**src/hdl/ssa_pkg.sv**
```systemverilog
`timescale 1ns / 1ps

package ssa_pkg;

  // Request kinds as they arrive on the input channel.
  localparam logic [1:0] KIND_STORE = 2'd0;
  localparam logic [1:0] KIND_FREE  = 2'd1;
  localparam logic [1:0] KIND_LOAD  = 2'd2;

  // Access codes of a result.
  localparam logic [1:0] ACC_WRITE = 2'd0;
  localparam logic [1:0] ACC_READ  = 2'd1;
  localparam logic [1:0] ACC_NONE  = 2'd2;

  // Status codes of a result.
  localparam logic [1:0] ST_OK    = 2'd0;
  localparam logic [1:0] ST_FULL  = 2'd1;
  localparam logic [1:0] ST_RANGE = 2'd2;

  // Operations handed from the front to the back.
  localparam logic [1:0] OP_ALLOC = 2'd0;
  localparam logic [1:0] OP_FREE  = 2'd1;
  localparam logic [1:0] OP_LOAD  = 2'd2;
  localparam logic [1:0] OP_RANGE = 2'd3;

  localparam int          CFG_W       = 11;
  localparam logic [10:0] COUNT_RESET = 11'd1024;
  localparam int          ROW_BITS    = 32;

  typedef struct packed {
    logic [1:0] kind;
    logic [9:0] slot;
  } ssa_req_t;

  typedef struct packed {
    logic [9:0]  slot_number;
    logic [12:0] sector;
    logic [1:0]  access;
    logic [1:0]  status;
    logic        last;
  } ssa_res_t;

  typedef struct packed {
    logic [1:0] op;
    logic [9:0] slot;
  } ssa_cmd_t;

endpackage

```
**src/hdl/ssa_fifo.sv**
```systemverilog
`timescale 1ns / 1ps

module ssa_fifo #(
  parameter int WIDTH = 1,
  parameter int DEPTH = 2
) (
  input  logic             clk,
  input  logic             rst_n,
  input  logic             push,
  input  logic [WIDTH-1:0] din,
  output logic             full,
  input  logic             pop,
  output logic [WIDTH-1:0] dout,
  output logic             empty
);

  localparam int AW = (DEPTH > 1) ? $clog2(DEPTH) : 1;
  localparam int CW = $clog2(DEPTH + 1);

  logic [WIDTH-1:0] mem_r [DEPTH];
  logic [AW-1:0]    wr_ptr_r, wr_ptr_nxt;
  logic [AW-1:0]    rd_ptr_r, rd_ptr_nxt;
  logic [CW-1:0]    count_r, count_nxt;
  logic             do_push, do_pop;

  assign full    = (count_r == CW'(DEPTH));
  assign empty   = (count_r == '0);
  assign do_push = push && !full;
  assign do_pop  = pop && !empty;
  assign dout    = mem_r[rd_ptr_r];

  always_comb begin
    wr_ptr_nxt = wr_ptr_r;
    rd_ptr_nxt = rd_ptr_r;
    count_nxt  = count_r;
    if (do_push) begin
      wr_ptr_nxt = (wr_ptr_r == AW'(DEPTH - 1)) ? '0 : wr_ptr_r + 1'b1;
    end
    if (do_pop) begin
      rd_ptr_nxt = (rd_ptr_r == AW'(DEPTH - 1)) ? '0 : rd_ptr_r + 1'b1;
    end
    if (do_push && !do_pop) begin
      count_nxt = count_r + 1'b1;
    end else if (do_pop && !do_push) begin
      count_nxt = count_r - 1'b1;
    end
  end

  always_ff @(posedge clk) begin
    if (!rst_n) begin
      wr_ptr_r <= '0;
      rd_ptr_r <= '0;
      count_r  <= '0;
    end else begin
      wr_ptr_r <= wr_ptr_nxt;
      rd_ptr_r <= rd_ptr_nxt;
      count_r  <= count_nxt;
    end
  end

  always_ff @(posedge clk) begin
    if (do_push) begin
      mem_r[wr_ptr_r] <= din;
    end
  end

`ifndef SYNTHESIS
  // A lone pop of a held entry must lower the fill by exactly one.
  a_pop_count: assert property (@(posedge clk) disable iff (!rst_n)
    (pop && !empty && !(push && !full)) |=> (count_r == $past(count_r) - 1'b1))
    else $error("fifo fill did not drop on pop");
`endif

endmodule

```
**src/hdl/ssa_front.sv**
```systemverilog
`timescale 1ns / 1ps

module ssa_front (
  input  logic              clk,
  input  logic              rst_n,
  input  logic              in_push,
  input  ssa_pkg::ssa_req_t in_data,
  output logic              in_full,
  input  logic [10:0]       eff_count,
  output logic              cmd_valid,
  output ssa_pkg::ssa_cmd_t cmd,
  input  logic              cmd_pop
);

  import ssa_pkg::*;

  ssa_cmd_t                 cmd_in;
  logic                     keep;
  logic                     q_full, q_empty;
  logic [$bits(ssa_cmd_t)-1:0] q_dout;

  // Classify the request; the range check needs only the slot count.
  always_comb begin
    cmd_in.slot = in_data.slot;
    cmd_in.op   = OP_ALLOC;
    keep        = 1'b0;
    unique case (in_data.kind) inside
      KIND_STORE: begin
        keep = 1'b1;
      end
      KIND_FREE, KIND_LOAD: begin
        keep = 1'b1;
        if ({1'b0, in_data.slot} >= eff_count) begin
          cmd_in.op = OP_RANGE;
        end else if (in_data.kind == KIND_FREE) begin
          cmd_in.op = OP_FREE;
        end else begin
          cmd_in.op = OP_LOAD;
        end
      end
      default: begin
        keep = 1'b0;
      end
    endcase
  end

  ssa_fifo #(
    .WIDTH($bits(ssa_cmd_t)),
    .DEPTH(2)
  ) u_cmd_q (
    .clk  (clk),
    .rst_n(rst_n),
    .push (in_push && !q_full && keep),
    .din  (cmd_in),
    .full (q_full),
    .pop  (cmd_pop),
    .dout (q_dout),
    .empty(q_empty)
  );

  assign in_full   = q_full;
  assign cmd_valid = !q_empty;
  assign cmd       = q_dout;

endmodule

```
**src/hdl/ssa_back.sv**
```systemverilog
`timescale 1ns / 1ps

module ssa_back #(
  parameter int SLOTS            = 1024,
  parameter int SECTORS_PER_SLOT = 8
) (
  input  logic              clk,
  input  logic              rst_n,
  input  logic [10:0]       eff_count,
  input  logic              cmd_valid,
  input  ssa_pkg::ssa_cmd_t cmd,
  output logic              cmd_pop,
  output logic              res_push,
  output ssa_pkg::ssa_res_t res,
  input  logic              res_full
);

  import ssa_pkg::*;

  localparam int ROWS      = (SLOTS + ROW_BITS - 1) / ROW_BITS;
  localparam int ROW_AW    = (ROWS > 1) ? $clog2(ROWS) : 1;
  localparam int LAST_BITS = SLOTS - (ROWS - 1) * ROW_BITS;
  localparam int CNT_W     = (SECTORS_PER_SLOT > 1) ? $clog2(SECTORS_PER_SLOT) : 1;
  localparam int CMP_W     = (ROW_AW + 5 > 11) ? ROW_AW + 5 : 11;
  localparam logic [12:0] SPS13 = 13'(SECTORS_PER_SLOT);

  localparam logic [2:0] S_IDLE = 3'd0;
  localparam logic [2:0] S_FIND = 3'd1;
  localparam logic [2:0] S_MOD  = 3'd2;
  localparam logic [2:0] S_EMIT = 3'd3;
  localparam logic [2:0] S_ONE  = 3'd4;

  logic [2:0]          state_r, state_nxt;
  logic [1:0]          op_r, op_nxt;
  logic [10:0]         slot_r, slot_nxt;
  logic [ROW_AW-1:0]   row_r, row_nxt;
  logic [CNT_W-1:0]    cnt_r, cnt_nxt;
  logic [1:0]          acc_r, acc_nxt;
  logic [1:0]          st_r, st_nxt;
  logic [ROWS-1:0]     rv_r, rf_r;
  logic [ROW_BITS-1:0] mem [ROWS];
  logic [ROW_BITS-1:0] rd_r;
  logic                rdv_r;

  logic [ROW_AW-1:0]   free_row, find_row;
  logic                free_any;
  logic [ROW_BITS-1:0] pad_w, word, bit_mask, new_word;
  logic [4:0]          bit_idx, bit_sel;
  logic [ROW_AW+4:0]   found;
  logic                mem_we;
  logic [12:0]         base_sec;
  logic                emit_last;

  // Lowest row that still holds a free slot.
  always_comb begin
    free_row = '0;
    free_any = 1'b0;
    for (int i = ROWS - 1; i >= 0; i--) begin
      if (!rf_r[i]) begin
        free_row = ROW_AW'(i);
        free_any = 1'b1;
      end
    end
  end

  assign find_row = (op_r == OP_ALLOC) ? free_row : ROW_AW'(slot_r >> 5);

  // Bits past the last slot of the last row count as used.
  always_comb begin
    for (int j = 0; j < ROW_BITS; j++) begin
      pad_w[j] = (row_r == ROW_AW'(ROWS - 1)) && (j >= LAST_BITS);
    end
  end

  // A row never written reads as all free.
  assign word = (rdv_r ? rd_r : '0) | pad_w;

  always_comb begin
    bit_idx = '0;
    for (int j = ROW_BITS - 1; j >= 0; j--) begin
      if (!word[j]) begin
        bit_idx = 5'(j);
      end
    end
  end

  assign bit_sel  = (op_r == OP_ALLOC) ? bit_idx : slot_r[4:0];
  assign bit_mask = ROW_BITS'(1) << bit_sel;
  assign new_word = (op_r == OP_ALLOC) ? (word | bit_mask) : (word & ~bit_mask);
  assign found    = {row_r, bit_idx};
  assign base_sec = {2'b00, slot_r} * SPS13;
  assign emit_last = (cnt_r == CNT_W'(SECTORS_PER_SLOT - 1));

  always_comb begin
    state_nxt = state_r;
    op_nxt    = op_r;
    slot_nxt  = slot_r;
    row_nxt   = row_r;
    cnt_nxt   = cnt_r;
    acc_nxt   = acc_r;
    st_nxt    = st_r;
    cmd_pop   = 1'b0;
    mem_we    = 1'b0;
    res_push  = 1'b0;
    res.slot_number = slot_r[9:0];
    res.sector      = '0;
    res.access      = ACC_NONE;
    res.status      = st_r;
    res.last        = 1'b1;
    unique case (state_r)
      S_IDLE: begin
        if (cmd_valid) begin
          cmd_pop  = 1'b1;
          op_nxt   = cmd.op;
          slot_nxt = {1'b0, cmd.slot};
          cnt_nxt  = '0;
          unique case (cmd.op) inside
            OP_ALLOC, OP_FREE: begin
              state_nxt = S_FIND;
            end
            OP_LOAD: begin
              acc_nxt   = ACC_READ;
              state_nxt = S_EMIT;
            end
            default: begin
              st_nxt    = ST_RANGE;
              state_nxt = S_ONE;
            end
          endcase
        end
      end
      S_FIND: begin
        row_nxt = find_row;
        if ((op_r == OP_ALLOC) && !free_any) begin
          slot_nxt  = '0;
          st_nxt    = ST_FULL;
          state_nxt = S_ONE;
        end else begin
          state_nxt = S_MOD;
        end
      end
      S_MOD: begin
        if (op_r == OP_ALLOC) begin
          if (CMP_W'(found) < CMP_W'(eff_count)) begin
            mem_we    = 1'b1;
            slot_nxt  = 11'(found);
            acc_nxt   = ACC_WRITE;
            state_nxt = S_EMIT;
          end else begin
            slot_nxt  = '0;
            st_nxt    = ST_FULL;
            state_nxt = S_ONE;
          end
        end else begin
          mem_we    = 1'b1;
          st_nxt    = ST_OK;
          state_nxt = S_ONE;
        end
      end
      S_EMIT: begin
        res.sector = base_sec + 13'(cnt_r);
        res.access = acc_r;
        res.status = ST_OK;
        res.last   = emit_last;
        if (!res_full) begin
          res_push = 1'b1;
          cnt_nxt  = cnt_r + 1'b1;
          if (emit_last) begin
            state_nxt = S_IDLE;
          end
        end
      end
      S_ONE: begin
        if (!res_full) begin
          res_push  = 1'b1;
          state_nxt = S_IDLE;
        end
      end
      default: begin
        state_nxt = S_IDLE;
      end
    endcase
  end

  always_ff @(posedge clk) begin
    if (!rst_n) begin
      state_r <= S_IDLE;
      rv_r    <= '0;
      rf_r    <= '0;
    end else begin
      state_r <= state_nxt;
      if (mem_we) begin
        rv_r[row_r] <= 1'b1;
        rf_r[row_r] <= &new_word;
      end
    end
  end

  always_ff @(posedge clk) begin
    op_r   <= op_nxt;
    slot_r <= slot_nxt;
    row_r  <= row_nxt;
    cnt_r  <= cnt_nxt;
    acc_r  <= acc_nxt;
    st_r   <= st_nxt;
  end

  // Bitmap rows: one write and one registered read port.
  always_ff @(posedge clk) begin
    if (mem_we) begin
      mem[row_r] <= new_word;
    end
  end

  always_ff @(posedge clk) begin
    if (state_r == S_FIND) begin
      rd_r  <= mem[find_row];
      rdv_r <= rv_r[find_row];
    end
  end

`ifndef SYNTHESIS
  a_row_has_free: assert property (@(posedge clk) disable iff (!rst_n)
    (state_r == S_MOD && op_r == OP_ALLOC) |-> (word != '1))
    else $error("row picked for allocation holds no free slot");
  a_last_ends: assert property (@(posedge clk) disable iff (!rst_n)
    (res_push && res.last) |=> (state_r == S_IDLE))
    else $error("sequencer did not return to idle after the last result");
  a_emit_only_ok: assert property (@(posedge clk) disable iff (!rst_n)
    (res_push && res.access != ACC_NONE) |-> (res.status == ST_OK))
    else $error("sector result carries an error status");
`endif

endmodule

```
**src/hdl/swap_slot_allocator_top.sv**
```systemverilog
`timescale 1ns / 1ps

// Swap slot allocator: a first-fit bitmap of used marks, one per slot.
// Input channel (in_push / in_full / in_data): a request is taken at a rising
// edge with in_push high and in_full low. Store finds the lowest free slot
// below the slot count and marks it used; free clears a mark; load addresses
// a named slot. Kind 3 is taken and dropped without any result.
// Result channel (out_empty / out_pop / out_data): the oldest result sits on
// out_data while out_empty is low and leaves on a rising edge with out_pop.
// Store and load give SECTORS_PER_SLOT sector results, the final one with
// last set; free, a full bitmap and an out-of-range slot give one result.
// Configuration (cfg_valid / cfg_ready / cfg_data) writes the slot count; it
// is always ready and must only be used while no request is in flight.
// A short command queue lets request intake run ahead of the bitmap sequencer.
// At the sequencer a store runs command take, row pick and read, row update,
// then one sector per cycle while the result queue has room; a load skips the
// row steps, and a free gives its one result after the row update. A new
// command is taken only once the sequencer is back in idle.
// Reset clears the queues and row marks and restores a count of 1024; every
// slot reads free afterwards. A stalled receiver fills the result queue, then
// the command queue, which raises in_full; nothing is dropped.
module swap_slot_allocator_top #(
  parameter int SLOTS            = 1024,
  parameter int SECTORS_PER_SLOT = 8
) (
  input  logic              clk,
  input  logic              rst_n,
  input  logic              in_push,
  input  ssa_pkg::ssa_req_t in_data,
  output logic              in_full,
  output logic              out_empty,
  input  logic              out_pop,
  output ssa_pkg::ssa_res_t out_data,
  input  logic              cfg_valid,
  output logic              cfg_ready,
  input  logic [10:0]       cfg_data
);

  import ssa_pkg::*;

  // Largest count that can matter: the register cannot exceed 2047.
  localparam int          CAP   = (SLOTS < 2047) ? SLOTS : 2047;
  localparam logic [10:0] CAP11 = 11'(CAP);

  logic [CFG_W-1:0] slot_count_r;
  logic [10:0]      eff_count;
  logic             cmd_valid, cmd_pop;
  ssa_cmd_t         cmd;
  logic             res_push, res_full;
  ssa_res_t         res;
  logic [$bits(ssa_res_t)-1:0] res_dout;

  // The slot count register; configuration is always accepted.
  assign cfg_ready = 1'b1;

  always_ff @(posedge clk) begin
    if (!rst_n) begin
      slot_count_r <= COUNT_RESET;
    end else if (cfg_valid && cfg_ready) begin
      slot_count_r <= cfg_data;
    end
  end

  // The count in use is capped at the number of slots built.
  assign eff_count = (slot_count_r > CAP11) ? CAP11 : slot_count_r;

  ssa_front u_front (
    .clk      (clk),
    .rst_n    (rst_n),
    .in_push  (in_push),
    .in_data  (in_data),
    .in_full  (in_full),
    .eff_count(eff_count),
    .cmd_valid(cmd_valid),
    .cmd      (cmd),
    .cmd_pop  (cmd_pop)
  );

  ssa_back #(
    .SLOTS           (SLOTS),
    .SECTORS_PER_SLOT(SECTORS_PER_SLOT)
  ) u_back (
    .clk      (clk),
    .rst_n    (rst_n),
    .eff_count(eff_count),
    .cmd_valid(cmd_valid),
    .cmd      (cmd),
    .cmd_pop  (cmd_pop),
    .res_push (res_push),
    .res      (res),
    .res_full (res_full)
  );

  // Result queue decouples the sequencer from a stalling receiver.
  ssa_fifo #(
    .WIDTH($bits(ssa_res_t)),
    .DEPTH(2)
  ) u_res_q (
    .clk  (clk),
    .rst_n(rst_n),
    .push (res_push),
    .din  (res),
    .full (res_full),
    .pop  (out_pop),
    .dout (res_dout),
    .empty(out_empty)
  );

  assign out_data = res_dout;

endmodule

```
**config.mk**
```make
export PLATFORM = sky130hd
export DESIGN_NAME = swap_slot_allocator_top
export DESIGN_NICKNAME = d
export VERILOG_FILES = /design/src/hdl/ssa_pkg.sv /design/src/hdl/ssa_fifo.sv /design/src/hdl/ssa_front.sv /design/src/hdl/ssa_back.sv /design/src/hdl/swap_slot_allocator_top.sv
export SDC_FILE = /design/constraint.sdc
export NUM_CORES = 2
export LEC_CHECK = 0
export BUFFER_PORTS_ARGS = -buffer_cell sky130_fd_sc_hd__buf_2
export CAP_MARGIN = 20
export CORE_MARGIN = 5
export CORE_UTILIZATION = 55
export DETAILED_ROUTE_END_ITERATION = 16
export GPL_ROUTABILITY_DRIVEN = 0
export GPL_TIMING_DRIVEN = 1
export PLACE_DENSITY = 0.81
export SYNTH_ARGS = -nofsm -noshare
export SYNTH_HDL_FRONTEND = slang
export SYNTH_SLANG_ARGS = --single-unit
```
**constraint.sdc**
```tcl
create_clock -name clk -period 5.5 [get_ports clk]
set_input_delay 0.275 -clock clk [delete_from_list [all_inputs] [get_ports clk]]
set_output_delay 0.275 -clock clk [all_outputs]
set_load 0.02 [all_outputs]
```
==> impl_results.md <==
* CP cell instances: nand3_1 -> nor4_2 -> nand2_1 -> nand3_1 -> inv_1 -> ha_1 -> a21o_1 -> a21o_1 -> a21o_1 -> a2111oi_0 -> or3_1 -> a21oi_4 -> buf_4 -> nor2_4 -> buf_4
* GRT met3 Usage at 0.0774
* Drt drc at 0
* Number of port buffers at 57
* DR vias/cell at slightly below 7
* GRT Overall Usage at 0.282
* CP dominant cell by count: a21o_1
* Synth Warn # at 0
* Layout cells sized above 1 at 0.126
* Pint at 19.7 mW
* Largest net degree at the start of global routing at ~130
* Root buffer cell: clkbuf_16
* Number of synthesized flops with an enable pin at around 1200
* Post-CTS Resized at 0
* Cell count after synthesis at about 3900
* Ys async rst share at 0
* Iteration-0 DRC count of the detailed router at around 6700
* Clk_lat worst skew at 730 ps
* Largest cells by area after synthesis: edfxtp_1 (67%), nand2_1 (4.6%), a211oi_1 (4.1%)
* CTS tree: yes
* Worst stage delay on the critical path at roughly 660 ps
* Num CTS Buffers at roughly 120
* Final hold vios at 0
* Post-route ant nets at 0
* Setup_tns at 0 ps
* Critical path peak fanout at 17
* Final wirelength at about 150000 um
* Mapped cell area at 52000 um2
* Vias post-DR at between 30000 and 40000
* Cell taking the most area after synthesis: edfxtp_1
* Crit-path slowest cell: nor2_4
* Yosys reg bits at approximately 1200
* Initial antenna violation count at 5
* Detailed placement HPWL at 85200 um
* Pwr Total at between 30 and 40 mW
* Sw Share at 0.390
* Setup Fix Bufs, Post-CTS at 0
* Post-DR wirelength/cell at approximately 28 um
* Outcome: completed
* DIE AREA at roughly 100000 um2
* Switch Pwr at ~13 mW
* Leak at roughly 20 nW
* Max Freq at ~0.19 GHz
* Clk_skew at about 54 ps
* Combinational power share at 0.368
* GR peak layer: met2
* Clock buffer depth at 3
* First-pass GRT wire length at roughly 210000 um
* Vias in the first global route at ~34000
* Period utilization at 0.956
* H-tree Lvls at 3
* Critical Path AT at 5640 ps
* Starting density of the core at 0.555
* Rows at around 110
* Total Nets Final at just under 4000
* Clock slew at reported path FFs at roughly 60 ps
* Setup CP Type: reg -> reg
* Maxcap violations at 0
* Worst hold path type: in -> reg
* Seq/Total Area, Yosys at 0.704
* Core area at between 90000 and 100000 um2
* Hold WS at ~55 ps
* Congestion Overflow GR at 0
* Die X at between 300 and 400 um
* TritonCTS Sinks at 1248
* Die Ht at approximately 320 um
* Pins Over Slew Limit at 0
* Slew @ Worst Pin at about 1200 ps
* Post-synth top flop: edfxtp_1
* Syn nets at about 3900
* Unrepaired setup endpoints after global routing: false
* Yosys top cell area share at 0.670
* P&R area growth vs syn at 12.6%
* Syn avg cell area at between 10 and 15 um2
* Synth unique cells at 87
* Endpoints failing setup at 0
* Sequential power share at 0.390
* Clock power share at 0.242
* Critical Path RT at 5880 ps
* PD cells at about 550 nW/um2
* Met2 Use GR at 0.438
* Slew margin rel. at 0.209
* Type of origin of the critical path: register
* CP endpoint kind: register
* Max IR drop VDD at between 500 and 600 uV
* Drt first pass iters at 8
* Met1 Use GR at 0.384
* Tmin final at ~5300 ps
* I/O pin count at a little under 60
* Hold Buf Count CTS at 22
-- cell type report --
cell class	count	area [um2]
Timing Repair Buffer	237	2170
Sequential cell	1248	36600
Multi-Input combinational cell	2250	14300
Antenna cell	2	5.00
Clock buffer	147	3030
Clock inverter	69	644
Tap cell	1254	1570
Fill cell	6520	35100
Inverter	49	199
-- final timing paths --
kind                                startpoint                           end  slack (ps)  cells past startpoint
worst max-delay path              u_back.rdv_r            u_back.mem[21][11]         240                     15
worst min-delay path               in_data[11]  u_front.u_cmd_q.mem_r[0][10]          60                      3
worst max register to register    u_back.rdv_r            u_back.mem[21][11]         240                     15
worst min register to register  u_back.rv_r[1]                u_back.rv_r[1]         460                      1
-- power by group through the flow --
| stage | Combinational [mW] | Clock, mW | Sequential [mW] |
|---|---|---|---|
| floorplan | 6.52 | 0 | 12.6 |
| global placement | 11.1 | 0 | 12.8 |
| detailed placement | 11.3 | 0 | 12.8 |
| CTS | 11.4 | 7.83 | 12.6 |
| global route | 12.4 | 8.26 | 12.6 |
| finish | 11.9 | 7.82 | 12.6 |
-- critical path, delay by kind of cell, from the launching register on --
| family | cells | cell delay, ps |
|---|---|---|
| adder cells (fa/ha/maj) | 1 | 290 |
| AND/OR/NAND/NOR | 6 | 1980 |
| flip-flops | 1 | 570 |
| AO/OA/AOI/OAI | 5 | 1230 |
| buffers and inverters | 3 | 810 |
-- logic make-up after synthesis --
kind of cell             after synthesis  synth area share
AO/OA/AOI/OAI                        924             0.135
XOR/XNOR                               7           0.00118
adder cells (fa/ha/maj)               26           0.00626
buffers and inverters                362            0.0273
flip-flops                          1248             0.704
multiplexers                          56            0.0115
other                                  1         0.0000722
AND/OR/NAND/NOR                     1236             0.115
-- cell usage after synthesis (47+ instances only) --
master and number:
dfxtp_1 88, clkbuf_1 275, nor2_1 58, a31oi_1 48, a311oi_1 233, inv_1 48
nor3_1 47, nand2_1 630, a211oi_1 286, o21ai_0 63, and3_1 273, nand3_1 62
a2111oi_0 51, edfxtp_1 1160
-- layer usage --
metal	vias to the layer above	routed length, um
met5	-	90
met4	8	6080
met3	467	20700
met2	2839	67500
met1	17589	51600
li1	15265	-
-- metrics by stage --
step | std cells | util | setup slack, ps | area (um2)
after floorplan | 3860 | - | 489 | 52000
after global placement | 5002 | 0.580 | 536 | 54300
after detailed placement | 5008 | 0.582 | 397 | 54500
after CTS | 5246 | 0.624 | 374 | 58400
after global routing | 5254 | 0.625 | 190 | 58500
final | 5256 | 0.625 | 240 | 58500
-- cell usage in the layout (no fill, tap or decap), drive strengths merged, types with 44 or more instances in the layout --
cell type / n
a31oi: 48
dfxtp: 88
a2111oi: 52
nand4: 44
a311oi: 233
nor2: 61
inv: 54
clkinv: 50
nand2: 632
nor3: 50
buf: 214
o21ai: 98
a211oi: 287
clkbuf: 148
and3: 273
edfxtp: 1160
nand3: 63
-- sequential cells by signal, summed over array words and instances, names as in the netlist, 3 cells and up, named ones only --
register and cells:
slot_count_r 11, u_back.cnt_r 3, u_back.mem 1024, u_back.rd_r 32, u_back.rf_r 32, u_back.row_r 5, u_back.rv_r 32, u_back.slot_r 10
u_back.state_r 3, u_front.u_cmd_q.mem_r 24, u_res_q.mem_r 56
No activity file was read; power rests on OpenSTA's default activity.
